## config.mk

```make
export PLATFORM = sky130hd
export DESIGN_NAME = pdf417_text_compaction_decoder_flat
export DESIGN_NICKNAME = d
export VERILOG_FILES = /design/src/sv/pdf417tc_pkg.sv /design/src/sv/pdf417tc_if.sv /design/src/sv/pdf417_text_compaction_decoder.sv /design/src/sv/pdf417tc_val_dec.sv /design/src/sv/pdf417tc_ctrl.sv /design/src/sv/pdf417tc_out_buf.sv /design/src/flat_wrapper.sv
export SDC_FILE = /design/constraint.sdc
export NUM_CORES = 1
export LEC_CHECK = 0
export BUFFER_PORTS_ARGS = -buffer_cell sky130_fd_sc_hd__buf_2
export CAP_MARGIN = 20
export CORE_MARGIN = 4
export CORE_UTILIZATION = 40
export CTS_CLUSTER_SIZE = 12
export DETAILED_ROUTE_END_ITERATION = 6
export PLACE_DENSITY = 0.69
export SLEW_MARGIN = 20
export SYNTH_ARGS = -nofsm -noshare
export SYNTH_HDL_FRONTEND = slang
export SYNTH_SLANG_ARGS = --single-unit
```

## constraint.sdc

```tcl
create_clock -name clk -period 7.55 [get_ports clk]
set_input_delay 1.51 -clock clk [delete_from_list [all_inputs] [get_ports clk]]
set_output_delay 1.51 -clock clk [all_outputs]
set_load 0.005 [all_outputs]
```

## src/sv/pdf417tc_pkg.sv

```systemverilog
// Shared types, codeword constants and character tables of the PDF417 text decoder.
package pdf417tc_pkg;

  localparam int CW_W     = 10;
  localparam int BYTE_W   = 8;
  localparam int STATUS_W = 2;
  localparam int VAL_W    = 5;

  // control codewords
  localparam logic [CW_W-1:0] CW_FIRST_CTRL  = 10'd900;
  localparam logic [CW_W-1:0] CW_TEXT_LATCH  = 10'd900;
  localparam logic [CW_W-1:0] CW_BYTE_LATCH  = 10'd901;
  localparam logic [CW_W-1:0] CW_NUM_LATCH   = 10'd902;
  localparam logic [CW_W-1:0] CW_BYTE_SHIFT  = 10'd913;
  localparam logic [CW_W-1:0] CW_MACRO_CTRL  = 10'd922;
  localparam logic [CW_W-1:0] CW_MACRO_OPT   = 10'd923;
  localparam logic [CW_W-1:0] CW_BYTE_LATCH6 = 10'd924;
  localparam logic [CW_W-1:0] CW_ECI_USER    = 10'd925;
  localparam logic [CW_W-1:0] CW_ECI_GP      = 10'd926;
  localparam logic [CW_W-1:0] CW_ECI_CHARSET = 10'd927;
  localparam logic [CW_W-1:0] CW_MACRO_BEGIN = 10'd928;

  // floor(cw / 30) = (cw * DIV30_MUL) >> DIV30_SHIFT, exact for cw below 1489
  localparam int DIV30_MUL   = 1093;
  localparam int DIV30_SHIFT = 15;
  localparam int PROD_W      = 21;

  // base-30 value codes
  localparam logic [VAL_W-1:0] VAL_LETTERS  = 5'd26; // first non-letter value
  localparam logic [VAL_W-1:0] VAL_SPACE    = 5'd26;
  localparam logic [VAL_W-1:0] VAL_LL_AS    = 5'd27; // lower latch or alpha shift
  localparam logic [VAL_W-1:0] VAL_ML       = 5'd28; // mixed latch
  localparam logic [VAL_W-1:0] VAL_PS       = 5'd29; // punct shift / alpha latch
  localparam logic [VAL_W-1:0] VAL_MIX_CHRS = 5'd25; // mixed table size
  localparam logic [VAL_W-1:0] VAL_MIX_PL   = 5'd25;
  localparam logic [VAL_W-1:0] VAL_MIX_SP   = 5'd26;
  localparam logic [VAL_W-1:0] VAL_MIX_LL   = 5'd27;
  localparam logic [VAL_W-1:0] VAL_MIX_AL   = 5'd28;
  localparam logic [VAL_W-1:0] VAL_PUN_CHRS = 5'd29; // punct table size

  localparam logic [BYTE_W-1:0] CHR_SPACE   = 8'h20;
  localparam logic [BYTE_W-1:0] CHR_UPPER_A = 8'h41;
  localparam logic [BYTE_W-1:0] CHR_LOWER_A = 8'h61;

  localparam logic [STATUS_W-1:0] ST_BYTE  = 2'd0;
  localparam logic [STATUS_W-1:0] ST_END   = 2'd1;
  localparam logic [STATUS_W-1:0] ST_ERROR = 2'd2;

  typedef enum logic [2:0] {
    MODE_ALPHA  = 3'd0,
    MODE_LOWER  = 3'd1,
    MODE_MIXED  = 3'd2,
    MODE_PUNCT  = 3'd3,
    MODE_ASHIFT = 3'd4,
    MODE_PSHIFT = 3'd5
  } mode_t;

  typedef struct packed {
    mode_t       mode;
    logic [1:0]  mbs;   // sub-mode restored after a shift
  } dec_state_t;

  typedef struct packed {
    logic [BYTE_W-1:0]   out_byte;
    logic [STATUS_W-1:0] status;
    logic                last;
  } res_t;

  typedef struct packed {
    logic [1:0] cnt;
    res_t       r0;
    res_t       r1;
  } res_pair_t;

  function automatic logic [BYTE_W-1:0] punct_char(input logic [VAL_W-1:0] v);
    logic [BYTE_W-1:0] c;
    unique case (v)
      5'd0:  c = 8'h3B;
      5'd1:  c = 8'h3C;
      5'd2:  c = 8'h3E;
      5'd3:  c = 8'h40;
      5'd4:  c = 8'h5B;
      5'd5:  c = 8'h5C;
      5'd6:  c = 8'h5D;
      5'd7:  c = 8'h5F;
      5'd8:  c = 8'h60;
      5'd9:  c = 8'h7E;
      5'd10: c = 8'h21;
      5'd11: c = 8'h0D;
      5'd12: c = 8'h09;
      5'd13: c = 8'h2C;
      5'd14: c = 8'h3A;
      5'd15: c = 8'h0A;
      5'd16: c = 8'h2D;
      5'd17: c = 8'h2E;
      5'd18: c = 8'h24;
      5'd19: c = 8'h2F;
      5'd20: c = 8'h22;
      5'd21: c = 8'h7C;
      5'd22: c = 8'h2A;
      5'd23: c = 8'h28;
      5'd24: c = 8'h29;
      5'd25: c = 8'h3F;
      5'd26: c = 8'h7B;
      5'd27: c = 8'h7D;
      5'd28: c = 8'h27;
      default: c = 8'h00;
    endcase
    return c;
  endfunction

  function automatic logic [BYTE_W-1:0] mixed_char(input logic [VAL_W-1:0] v);
    logic [BYTE_W-1:0] c;
    unique case (v)
      5'd0, 5'd1, 5'd2, 5'd3, 5'd4, 5'd5, 5'd6, 5'd7, 5'd8, 5'd9:
        c = 8'h30 + {3'b000, v};
      5'd10: c = 8'h26;
      5'd11: c = 8'h0D;
      5'd12: c = 8'h09;
      5'd13: c = 8'h2C;
      5'd14: c = 8'h3A;
      5'd15: c = 8'h23;
      5'd16: c = 8'h2D;
      5'd17: c = 8'h2E;
      5'd18: c = 8'h24;
      5'd19: c = 8'h2F;
      5'd20: c = 8'h2B;
      5'd21: c = 8'h25;
      5'd22: c = 8'h2A;
      5'd23: c = 8'h3D;
      5'd24: c = 8'h5E;
      default: c = 8'h00;
    endcase
    return c;
  endfunction

  function automatic logic is_terminator(input logic [CW_W-1:0] cw);
    return (cw == CW_TEXT_LATCH) || (cw == CW_BYTE_LATCH) || (cw == CW_NUM_LATCH) ||
           (cw == CW_MACRO_CTRL) || (cw == CW_MACRO_OPT) || (cw == CW_BYTE_LATCH6) ||
           (cw == CW_MACRO_BEGIN);
  endfunction

endpackage

```

## src/sv/pdf417tc_if.sv

```systemverilog
// Valid/ready channel interfaces for codeword input and decoded result output.
interface pdf417tc_in_if import pdf417tc_pkg::*; ();
  logic            valid;
  logic            ready;
  logic [CW_W-1:0] codeword;
  logic            segment_start;

  modport source (output valid, output codeword, output segment_start, input ready);
  modport sink   (input valid, input codeword, input segment_start, output ready);
endinterface

interface pdf417tc_out_if import pdf417tc_pkg::*; ();
  logic                valid;
  logic                ready;
  logic [BYTE_W-1:0]   out_byte;
  logic [STATUS_W-1:0] status;
  logic                last;

  modport source (output valid, output out_byte, output status, output last, input ready);
  modport sink   (input valid, input out_byte, input status, input last, output ready);
endinterface

```

## src/sv/pdf417_text_compaction_decoder.sv

```systemverilog
// Top level of the PDF417 text compaction decoder.
// The single output register drains one result per cycle while out_ch.ready is high.
// Throughput: one codeword per cycle if it yields at most one result and the output
// is not stalled; results are buffered, then registered in the output register.
// Reset: synchronous active-low rst_n returns to Alpha sub-mode and empties all buffers.
module pdf417_text_compaction_decoder import pdf417tc_pkg::*; (
  input  logic             clk,
  input  logic             rst_n,
  pdf417tc_in_if.sink      in_ch,
  pdf417tc_out_if.source   out_ch
);

  logic      in_accept;
  logic      in_ready;
  logic      in_ready_w;
  res_pair_t pair;
  res_t      out_res;

  // an item enters when the result buffer has room for its results
  assign in_ready    = in_ready_w;
  assign in_ch.ready = in_ready;
  assign in_accept   = in_ch.valid && in_ready;

  // classify the codeword, decode both base-30 values, update sub-mode state
  pdf417tc_ctrl u_ctrl (
    .clk           (clk),
    .rst_n         (rst_n),
    .in_accept     (in_accept),
    .codeword      (in_ch.codeword),
    .segment_start (in_ch.segment_start),
    .res_o         (pair)
  );

  // hold up to two results and hand them out one item per cycle while the output is ready
  pdf417tc_out_buf u_out_buf (
    .clk         (clk),
    .rst_n       (rst_n),
    .in_accept   (in_accept),
    .pair_i      (pair),
    .out_ready   (out_ch.ready),
    .in_ready_o  (in_ready_w),
    .out_valid_o (out_ch.valid),
    .out_res_o   (out_res)
  );

  assign out_ch.out_byte = out_res.out_byte;
  assign out_ch.status   = out_res.status;
  assign out_ch.last     = out_res.last;

endmodule

```

## src/sv/pdf417tc_val_dec.sv

```systemverilog
// Decoder of one base-30 text value through the current sub-mode.
module pdf417tc_val_dec import pdf417tc_pkg::*; (
  input  dec_state_t        st_i,
  input  logic [VAL_W-1:0]  val_i,
  output dec_state_t        st_o,
  output logic [BYTE_W-1:0] char_o,
  output logic              ps_o
);

  mode_t restore_mode;
  logic  is_lower;

  assign restore_mode = mode_t'({1'b0, st_i.mbs});
  assign is_lower     = (st_i.mode == MODE_LOWER);

  always_comb begin
    st_o   = st_i;
    char_o = '0;
    ps_o   = 1'b0;
    unique case (st_i.mode)
      MODE_MIXED: begin
        if (val_i < VAL_MIX_CHRS) begin
          char_o = mixed_char(val_i);
        end else if (val_i == VAL_MIX_PL) begin
          st_o.mode = MODE_PUNCT;
        end else if (val_i == VAL_MIX_SP) begin
          char_o = CHR_SPACE;
        end else if (val_i == VAL_MIX_LL) begin
          st_o.mode = MODE_LOWER;
        end else if (val_i == VAL_MIX_AL) begin
          st_o.mode = MODE_ALPHA;
        end else begin
          st_o.mbs  = st_i.mode[1:0];
          st_o.mode = MODE_PSHIFT;
          ps_o      = 1'b1;
        end
      end
      MODE_PUNCT: begin
        if (val_i < VAL_PUN_CHRS) begin
          char_o = punct_char(val_i);
        end else begin
          st_o.mode = MODE_ALPHA;
        end
      end
      MODE_ASHIFT: begin
        st_o.mode = restore_mode;
        if (val_i < VAL_LETTERS) begin
          char_o = CHR_UPPER_A + {3'b000, val_i};
        end else if (val_i == VAL_SPACE) begin
          char_o = CHR_SPACE;
        end
      end
      MODE_PSHIFT: begin
        if (val_i < VAL_PUN_CHRS) begin
          st_o.mode = restore_mode;
          char_o    = punct_char(val_i);
        end else begin
          st_o.mode = MODE_ALPHA;
        end
      end
      default: begin
        // Alpha, Lower, and the unused codes that act as Alpha
        if (!is_lower) st_o.mode = MODE_ALPHA;
        if (val_i < VAL_LETTERS) begin
          char_o = (is_lower ? CHR_LOWER_A : CHR_UPPER_A) + {3'b000, val_i};
        end else if (val_i == VAL_SPACE) begin
          char_o = CHR_SPACE;
        end else if (val_i == VAL_LL_AS) begin
          if (!is_lower) begin
            st_o.mode = MODE_LOWER;
          end else begin
            st_o.mbs  = MODE_LOWER[1:0];
            st_o.mode = MODE_ASHIFT;
          end
        end else if (val_i == VAL_ML) begin
          st_o.mode = MODE_MIXED;
        end else begin
          st_o.mbs  = is_lower ? MODE_LOWER[1:0] : MODE_ALPHA[1:0];
          st_o.mode = MODE_PSHIFT;
          ps_o      = 1'b1;
        end
      end
    endcase
  end

endmodule

```

## src/sv/pdf417tc_ctrl.sv

```systemverilog
// Codeword classifier and decoder state, producing up to two results per codeword.
module pdf417tc_ctrl import pdf417tc_pkg::*; (
  input  logic            clk,
  input  logic            rst_n,
  input  logic            in_accept,
  input  logic [CW_W-1:0] codeword,
  input  logic            segment_start,
  output res_pair_t       res_o
);

  dec_state_t st_r, st_nxt;
  logic       psf_r, psf_nxt;
  logic       raw_r, raw_nxt;
  logic [1:0] skip_r, skip_nxt;

  dec_state_t eff_st;
  logic       eff_psf, eff_raw;
  logic [1:0] eff_skip;

  logic [PROD_W-1:0] prod;
  logic [5:0]        quot;
  logic [CW_W:0]     quot30;
  logic [CW_W:0]     rem;
  logic [VAL_W-1:0]  val_hi, val_lo;

  dec_state_t        st_mid, st_end;
  logic [BYTE_W-1:0] chr0, chr1;
  logic              ps0, ps1;
  logic              is_eci;

  // segment start clears the state before this codeword is handled
  always_comb begin
    if (segment_start) begin
      eff_st   = '{mode: MODE_ALPHA, mbs: MODE_ALPHA[1:0]};
      eff_psf  = 1'b0;
      eff_raw  = 1'b0;
      eff_skip = '0;
    end else begin
      eff_st   = st_r;
      eff_psf  = psf_r;
      eff_raw  = raw_r;
      eff_skip = skip_r;
    end
  end

  // split into two base-30 values by reciprocal multiply
  assign prod   = PROD_W'(codeword) * PROD_W'(DIV30_MUL);
  assign quot   = prod[PROD_W-1:DIV30_SHIFT];
  assign quot30 = ({5'b00000, quot} << 5) - ({5'b00000, quot} << 1);
  assign rem    = {1'b0, codeword} - quot30;
  assign val_hi = quot[VAL_W-1:0];
  assign val_lo = rem[VAL_W-1:0];

  pdf417tc_val_dec u_dec_hi (
    .st_i   (eff_st),
    .val_i  (val_hi),
    .st_o   (st_mid),
    .char_o (chr0),
    .ps_o   (ps0)
  );

  pdf417tc_val_dec u_dec_lo (
    .st_i   (st_mid),
    .val_i  (val_lo),
    .st_o   (st_end),
    .char_o (chr1),
    .ps_o   (ps1)
  );

  assign is_eci = (codeword == CW_ECI_USER) || (codeword == CW_ECI_GP) ||
                  (codeword == CW_ECI_CHARSET);

  always_comb begin
    st_nxt   = eff_st;
    psf_nxt  = eff_psf;
    raw_nxt  = eff_raw;
    skip_nxt = eff_skip;
    res_o    = '0;
    priority if (eff_skip != 2'd0) begin
      skip_nxt = eff_skip - 2'd1;
      psf_nxt  = 1'b0;
    end else if (is_eci) begin
      skip_nxt = (codeword == CW_ECI_GP) ? 2'd2 : 2'd1;
      psf_nxt  = 1'b0;
    end else if (eff_raw) begin
      raw_nxt  = 1'b0;
      psf_nxt  = 1'b0;
      res_o.cnt = 2'd1;
      res_o.r0  = '{out_byte: codeword[BYTE_W-1:0], status: ST_BYTE, last: 1'b1};
    end else if (codeword == CW_BYTE_SHIFT) begin
      // cancel a punct shift taken just before the byte shift
      if (eff_psf) st_nxt.mode = mode_t'({1'b0, eff_st.mbs});
      psf_nxt = 1'b0;
      raw_nxt = 1'b1;
    end else if (codeword < CW_FIRST_CTRL) begin
      st_nxt  = st_end;
      psf_nxt = ps1;
      if (chr0 != '0 && chr1 != '0) begin
        res_o.cnt = 2'd2;
        res_o.r0  = '{out_byte: chr0, status: ST_BYTE, last: 1'b0};
        res_o.r1  = '{out_byte: chr1, status: ST_BYTE, last: 1'b1};
      end else if (chr0 != '0) begin
        res_o.cnt = 2'd1;
        res_o.r0  = '{out_byte: chr0, status: ST_BYTE, last: 1'b1};
      end else if (chr1 != '0) begin
        res_o.cnt = 2'd1;
        res_o.r0  = '{out_byte: chr1, status: ST_BYTE, last: 1'b1};
      end
    end else begin
      st_nxt   = '{mode: MODE_ALPHA, mbs: MODE_ALPHA[1:0]};
      psf_nxt  = 1'b0;
      raw_nxt  = 1'b0;
      skip_nxt = '0;
      res_o.cnt = 2'd1;
      res_o.r0  = '{out_byte: '0, status: is_terminator(codeword) ? ST_END : ST_ERROR,
                    last: 1'b1};
    end
  end

  always_ff @(posedge clk) begin
    if (!rst_n) begin
      st_r   <= '{mode: MODE_ALPHA, mbs: MODE_ALPHA[1:0]};
      psf_r  <= 1'b0;
      raw_r  <= 1'b0;
      skip_r <= '0;
    end else if (in_accept) begin
      st_r   <= st_nxt;
      psf_r  <= psf_nxt;
      raw_r  <= raw_nxt;
      skip_r <= skip_nxt;
    end
  end

`ifndef ASSERT_OFF
  a_skip_range: assert property (@(posedge clk) disable iff (!rst_n)
    skip_r != 2'd3)
    else $error("ECI skip count out of range");

  a_end_clears: assert property (@(posedge clk) disable iff (!rst_n)
    in_accept && res_o.cnt != 2'd0 && res_o.r0.status != ST_BYTE |=>
      st_r.mode == MODE_ALPHA && !raw_r && !psf_r && skip_r == 2'd0)
    else $error("segment end or error did not clear decoder state");
`endif

endmodule

```

## src/sv/pdf417tc_out_buf.sv

```systemverilog
// Two-entry result buffer and output register that serialize results one per ready cycle.
module pdf417tc_out_buf import pdf417tc_pkg::*; (
  input  logic      clk,
  input  logic      rst_n,
  input  logic      in_accept,
  input  res_pair_t pair_i,
  input  logic      out_ready,
  output logic      in_ready_o,
  output logic      out_valid_o,
  output res_t      out_res_o
);

  res_t       pair_r [2];
  logic [1:0] pair_cnt_r;
  logic       out_valid_r;
  res_t       out_res_r;
  logic       out_load;

  assign out_load   = (pair_cnt_r != 2'd0) && (!out_valid_r || out_ready);
  assign in_ready_o = (pair_cnt_r == 2'd0) || ((pair_cnt_r == 2'd1) && out_load);

  always_ff @(posedge clk) begin
    if (!rst_n) begin
      pair_cnt_r  <= '0;
      out_valid_r <= 1'b0;
    end else begin
      if (in_accept) begin
        pair_cnt_r <= pair_i.cnt;
      end else if (out_load) begin
        pair_cnt_r <= pair_cnt_r - 2'd1;
      end
      if (out_load) begin
        out_valid_r <= 1'b1;
      end else if (out_ready) begin
        out_valid_r <= 1'b0;
      end
    end
  end

  always_ff @(posedge clk) begin
    if (in_accept) begin
      pair_r[0] <= pair_i.r0;
      pair_r[1] <= pair_i.r1;
    end else if (out_load) begin
      pair_r[0] <= pair_r[1];
    end
    if (out_load) out_res_r <= pair_r[0];
  end

  assign out_valid_o = out_valid_r;
  assign out_res_o   = out_res_r;

`ifndef ASSERT_OFF
  a_cnt_range: assert property (@(posedge clk) disable iff (!rst_n)
    pair_cnt_r != 2'd3)
    else $error("result buffer count out of range");

  a_full_blocks: assert property (@(posedge clk) disable iff (!rst_n)
    pair_cnt_r == 2'd2 |-> !in_ready_o && !pair_r[0].last)
    else $error("full result buffer accepted input or holds a misplaced last");

  a_nonlast_byte: assert property (@(posedge clk) disable iff (!rst_n)
    out_valid_r && !out_res_r.last |-> out_res_r.status == ST_BYTE)
    else $error("non-final result carries a status code");
`endif

endmodule
```

## src/flat_wrapper.sv

```systemverilog
// flat-port wrapper written by rule: the top's interface ports become plain ports
module pdf417_text_compaction_decoder_flat import pdf417tc_pkg::*;
  (clk, rst_n, in_ch_valid, in_ch_codeword, in_ch_segment_start, in_ch_ready, out_ch_valid, out_ch_out_byte, out_ch_status, out_ch_last, out_ch_ready);
  pdf417tc_in_if in_ch_i ();
  pdf417tc_out_if out_ch_i ();
  input  logic clk;
  input  logic rst_n;
  input wire logic [$bits(in_ch_i.valid)-1:0] in_ch_valid;
  input wire logic [$bits(in_ch_i.codeword)-1:0] in_ch_codeword;
  input wire logic [$bits(in_ch_i.segment_start)-1:0] in_ch_segment_start;
  output wire logic [$bits(in_ch_i.ready)-1:0] in_ch_ready;
  output wire logic [$bits(out_ch_i.valid)-1:0] out_ch_valid;
  output wire logic [$bits(out_ch_i.out_byte)-1:0] out_ch_out_byte;
  output wire logic [$bits(out_ch_i.status)-1:0] out_ch_status;
  output wire logic [$bits(out_ch_i.last)-1:0] out_ch_last;
  input wire logic [$bits(out_ch_i.ready)-1:0] out_ch_ready;
  assign in_ch_i.valid = in_ch_valid;
  assign in_ch_i.codeword = in_ch_codeword;
  assign in_ch_i.segment_start = in_ch_segment_start;
  assign in_ch_ready = in_ch_i.ready;
  assign out_ch_valid = out_ch_i.valid;
  assign out_ch_out_byte = out_ch_i.out_byte;
  assign out_ch_status = out_ch_i.status;
  assign out_ch_last = out_ch_i.last;
  assign out_ch_i.ready = out_ch_ready;
  pdf417_text_compaction_decoder u_core (.clk(clk), .rst_n(rst_n), .in_ch(in_ch_i), .out_ch(out_ch_i));
endmodule
```

Yosys cells after proc, flatten, opt, wreduce, memory -nomap -nowiden:

Memory sizes are Yosys's and may differ from the RTL's. A register that Yosys moved wholly into a read port is not among the register bits.
Cells that the tools add are included.

* flip-flop bits (word level): 12
* bits in latches: 0
* bits in writable memories: 22
* ROM bits: 896
* input bits: 15
* output and inout bits: 13
* logic and storage cells: 261
* memories kept: 5

* add/subtract/negate cells: 10
* $mul: 1
* div/mod/pow operators: 0
* $lt $le $gt $ge: 7
* equal/unequal tests: 78
* shift operators: 0
* multiplexer cells: 123
* bitwise gates (word level): 1
* reduce and logical (&&, ||, !) cells: 29

Memories
* (name not given): depth 32, bits a word 7, read ports 1, clocked after memory_dff 0, wr ports 0, line pdf417tc_pkg.sv:77 `unique case (v)`
* (name not given): depth 32, bits a word 7, read ports 1, clocked after memory_dff 0, wr ports 0, line pdf417tc_pkg.sv:77
* (name not given): depth 32, bits a word 7, read ports 1, clocked after memory_dff 0, wr ports 0, line pdf417tc_pkg.sv:77
* (name not given): depth 32, bits a word 7, read ports 1, clocked after memory_dff 0, wr ports 0, line pdf417tc_pkg.sv:77
* u_core.u_out_buf.pair_r: depth 2, bits a word 11, read ports 2, clocked after memory_dff 1, wr ports 2, line pdf417tc_out_buf.sv:13 `res_t pair_r [2];`

Operators with widths (count)
* 8-bit case mux with 16 select lines: 2
* 5-bit equality test, second input constant: 26
* 10-bit equality test, second input constant: 11
* 5-bit two-way mux: 20
* 8-bit two-way mux: 12
* 5-bit by 4-bit equality test with 1-bit output, second input constant: 16
* 24-bit two-way mux: 3
* 8-bit case mux with 4 select lines: 2
* 13-bit two-way mux: 4
* 3-bit two-way mux: 17
* 2-bit two-way mux: 23
* 11-bit two-way mux: 4
* 5-bit by 3-bit equality test with 1-bit output, second input constant: 8
* 5-bit < comparator, second input constant: 6
* 1-bit two-way mux: 26
* 6-bit two-way mux: 4
* 3-bit case mux with 4 select lines: 2
* 5-bit by 2-bit equality test with 1-bit output, second input constant: 4
* 10-bit by 11-bit multiplier with 20-bit output, second input constant: 1
* 10-bit OR reduction: 2
* 7-bit by 5-bit adder with 8-bit output, first input constant: 2
* 8-bit nonzero test: 2
* 6-bit by 5-bit adder with 7-bit output, first input constant: 2
* 3-bit by 2-bit equality test with 1-bit output, second input constant: 4
* 22 further kinds: 46

Depth between registers and ports, before layout:

* depth after elaboration: 27
* gate-level depth with buffers: 36
* depth with buffers taken out: 31

Cells and area by module:

From an unflattened synthesis, not the netlist that was laid out.

* cell total of the unflattened synthesis: 763
* area, all modules: 6282.3 µm²

Modules (own cells, without submodules)
* pdf417tc_ctrl: instances 1, cells each 249, area each 2039.5 µm², seq. area each 180.2 µm²
* pdf417tc_val_dec (u_core.u_ctrl.u_dec_hi): instances 1, cells each 223, area each 1436.4 µm², seq. area each 0.0 µm²
* pdf417tc_val_dec (u_core.u_ctrl.u_dec_lo): instances 1, cells each 219, area each 1412.6 µm², seq. area each 0.0 µm²
* pdf417tc_out_buf: instances 1, cells each 71, area each 1387.6 µm², seq. area each 1051.0 µm²
* pdf417_text_compaction_decoder: instances 1, cells each 1, area each 6.3 µm², seq. area each 0.0 µm²

Least setup slack after synthesis:

Ideal clock, no wire load.

* path kind: input to register
* start: in in_ch_codeword[7]
* end: mem u_core.u_out_buf.pair_r[0][3] (netlist name) (data pin)
* library setup time: 0.147 ns
* arrival: 7.657 ns
* required time: 7.403 ns
* setup slack: -0.254 ns
* stages on the path: 29
* buffers on the path: 3
* cell sequence: ha_1 fa_1 ha_1 inv_1 fa_1 inv_1 ha_1 and2_1 buf_6 a311o_1 a2111oi_2 nor3_2 buf_6 ha_1 a21o_1 a21oi_1 xnor2_1 xor2_1 buf_4 nor2_1 mux2_2 a221o_1 a211oi_2 and4_1 nand4_1 ha_1 nor3_1 nand4_2 o21ai_1

RTL lines
* from (decl): line flat_wrapper.sv:9 `input wire logic [$bits(in_ch_i.codeword)-1:0] in_ch_codeword;`
* to (decl): line pdf417tc_out_buf.sv:13

==> results.md <==
* Adder-cell area share of the yosys netlist at 0.163
* Largest family of logic cells by synthesized area: compound AO/OA/AOI/OAI gates
* Clock share of power at 0.093
* Outcome: completed
* TritonCTS sink count at 43
* CTS Hold Bufs at 0
* Simple-Gate Fraction of Synth Area at 0.204
* Sequential Power Share at 0.150
* Sw power at about 1400 uW
* Synthesized flop and latch total at 43
* CTS tree: done
* Initial Utilization at 0.408
* Mapped Nets at 863
* Final Max Slew Viols at 0
* CTS clock-pin slew for the worst setup and hold paths at around 0.060 ns
* Storage cell area at about 0.0012 mm2
* Area of the core at 0.0152 mm2
* RSZ-0062 raised after global routing: true
* H-tree levels at 2
* Die area at 0.0176 mm2
* Multiplexer share of the synthesized area at 0.00525
* Seq/Total Area, Yosys at 0.189
* CTS Buf Count at 5
* Most common library cells after synthesis: 68 x nor2_1, 65 x ha_1, 63 x a21oi_1
* Top-area cell type share of the netlist area at 0.150
* Compound-Gate Fraction of Synth Area at 0.343
* Num rows at 45
* Worst slew pin tran at 1.04 ns
* Ranking of synthesized cells by area: edfxtp_1 15%, ha_1 13%, a21oi_1 5.1%
* Leading area contributor after synthesis: edfxtp_1
* Ys async rst share at 0
* Power per cell area at between 300 and 400 mW/mm2
* Slew HR at 0.299
* Avg Inst Size Synth at roughly 8 um2
* Hold Vio Cnt, Final at 0
* Cell Area, Synth at 0.00620 mm2
* DRC Markers at 0
* Crit path arrival time at ~7.6 ns
* I/O Buffers at 27
* Clock Skews at 0.00726 ns
* Worst setup EP type: flop
* Drt wl/cell at 17.8 um
* Comb pwr share at 0.757
* DR vias at 6,550
* Worst setup SP type: input pin
* Layout cells sized above 1 at 0.283
* Tmin final at 7.44 ns
* Clock Latency Late Sink at about 0.28 ns
* Die width at 132 um
* Vias per cell at between 6 and 7
* Total grt overflow at 0
* DRT Pass-1 Iters at 5
* IO Count at 28
* Clock root buffer: clkbuf_16
* Worst path slowest cell: fa_1
* Yosys warns at 0
* CP dominant cell by count: inv_2
* 1st-iter DRT viols at 776
* Post-synth EDFFs at 31
* Xor/xnor share of the synthesized area at 0.0192
* Gr usage total at 0.208
* Maxcap violations at 0
* CTS Buffer Depth at 2
* First-pass GRT wire length at 30,800 um
* TNS Setup at 0 ns
* Fill cell total of the finished layout at 1,442
* Vias in the first global route at 6,194
* # diodes at 0
* Final Util at 0.512
* Count leader, synth: nor2_1
* Antenna violations before repair at 0
* Post-synth top flop: edfxtp_1
* Final count of negative-setup-slack endpoints at 0
* Antenna-violating nets left at 0
* Synth cell types at slightly below 100
* P&R area growth vs syn at 25.5%
* Worst-path fanout max at 6
* Syn Inst Count at 773
* Worst IR Drop VDD at 124 uV
* Crit Path Category: in -> reg
* Drt total wl at around 19,000 um
* Reg-to-reg critical path startpoint: u_core.u_ctrl.st_r[2]
* Switching share of power at 0.461
* Fin nets at 982
* Slowest stage delay, CP at 0.51 ns
* Die height at 132 um
* First element of the critical path: in_ch_codeword[7]
* Int Power at 1590 uW
* Leakage at 0.00330 uW
* Hold path start: u_core.u_out_buf.pair_r[0][0]
* Detailed placement HPWL at 14,900 um
* Multi-input combinational cell area at about 0.0048 mm2
* Fmax at between 0.1 and 0.15 GHz
* Gp weighted congestion at 0.978
* Largest net degree at the start of global routing at 26
* HP Class: reg -> reg
* Required time of the critical path at 7.68 ns
* Fin crit share at 0.986
[routing by layer]
layer  GRT usage  wire length (um)  vias up
met5           0                 0        -
met4      0.0508               377        0
met3      0.0243              1220       34
met2       0.352              9130      270
met1       0.284              8460     3073
li1            -                 -     3173
[worst max-delay path: cells and delay by family]
| family | cells | cell delay [ns] |
|---|---|---|
| AND/OR/NAND/NOR | 7 | 1.19 |
| multiplexers | 1 | 0.27 |
| AO/OA/AOI/OAI | 7 | 1.75 |
| buffers and inverters | 5 | 0.23 |
| adder cells (fa/ha/maj) | 7 | 2.12 |
| XOR/XNOR | 2 | 0.47 |
[timing repair]
action,4_1_cts,5_1_grt
pin swaps,0,35
gates resized for setup,3,45
setup buffers,1,4
endpoints found under the setup margin,4,18
[path summary, 6_finish.rpt]
path	end	slack, ns	cells past startpoint
worst max-delay path	u_core.u_out_buf.pair_r[0][9]	0.11	29
worst min-delay path	u_core.u_out_buf.out_res_o[0]	0.42	0
worst max register to register	u_core.u_out_buf.pair_r[0][9]	3.41	14
worst min register to register	u_core.u_out_buf.out_res_o[0]	0.42	0
[layout make-up]
cell class	count	area share
Sequential cell	43	0.151
Inverter	52	0.0254
Timing Repair Buffer	161	0.153
Tap cell	188	0.0302
Clock buffer	5	0.0161
Multi-Input combinational cell	629	0.616
Clock inverter	3	0.00869
[sequential cells by signal (all words and copies together) (netlist names)]
name,flops
u_core.u_ctrl.st_r,5
u_core.u_ctrl.raw_r,1
u_core.u_out_buf.pair_cnt_r,2
u_core.u_ctrl.psf_r,1
u_core.u_out_buf.out_valid_o,1
u_core.u_out_buf.pair_r,20
u_core.u_out_buf.out_res_o,11
u_core.u_ctrl.skip_r,2
[cells by family after synthesis]
| family | Yosys count |
|---|---|
| DFF | 43 |
| buffers and inverters | 101 |
| muxes | 3 |
| and+or+nand+nor | 248 |
| xor gates and xnor gates | 12 |
| other | 1 |
| AOI/OAI and AO/OA | 290 |
| adders and majority gates | 75 |
[power groups by stage]
stage / registers (uW) / clock network (uW) / logic (uW)
after floorplan: 439 / 0 / 1290
after global placement: 443 / 0 / 2060
after detailed placement: 449 / 0 / 2060
after CTS: 445 / 275 / 2080
after global routing: 454 / 287 / 2430
final: 443 / 274 / 2230
[through the flow]
stage               cell area, um2  hold WS (ns)  instances  setup WS [ns]  power, uW
floorplan                     6210         0.400        773        0.00753       1730
global placement              7330         0.400       1069         -0.141       2500
detailed placement            7330         0.405       1069         -0.314       2510
CTS                           7530         0.419       1078         0.0468       2800
global route                  7780         0.428       1081         -0.189       3170
finish                        7780         0.419       1081          0.105       2950
[placed cells by master, fill, tap and decap left out, types with 5 or more instances in the layout]
| cell | netlist | layout |
|---|---|---|
| a211o_1 | 7 | 7 |
| a211oi_1 | 15 | 13 |
| a211oi_2 | 4 | 6 |
| a21o_1 | 12 | 12 |
| a21oi_1 | 63 | 59 |
| a21oi_2 | 1 | 5 |
| a221oi_1 | 5 | 5 |
| a22oi_1 | 9 | 9 |
| a31oi_1 | 9 | 8 |
| a32oi_1 | 5 | 5 |
| a41oi_1 | 5 | 5 |
| and2_1 | 8 | 7 |
| and3_1 | 6 | 6 |
| buf_2 | 10 | 25 |
| buf_4 | 5 | 130 |
| clkbuf_16 | 0 | 5 |
| dfxtp_1 | 12 | 12 |
| edfxtp_1 | 31 | 31 |
| fa_1 | 10 | 8 |
| ha_1 | 65 | 60 |
| inv_1 | 45 | 42 |
| inv_2 | 6 | 8 |
| nand2_1 | 55 | 54 |
| nand2b_1 | 8 | 8 |
| nand3_1 | 19 | 18 |
| nand4_1 | 8 | 8 |
| nor2_1 | 68 | 66 |
| nor2b_1 | 9 | 8 |
| nor3_1 | 26 | 25 |
| o211a_1 | 6 | 6 |
| o211ai_1 | 12 | 12 |
| o21ai_0 | 50 | 48 |
| o21ai_1 | 11 | 12 |
| o21bai_1 | 5 | 5 |
| o221ai_1 | 5 | 5 |
| o22ai_1 | 6 | 6 |
| or3_1 | 5 | 5 |
| xnor2_1 | 8 | 6 |
No activity file was read; power rests on OpenSTA's default activity.
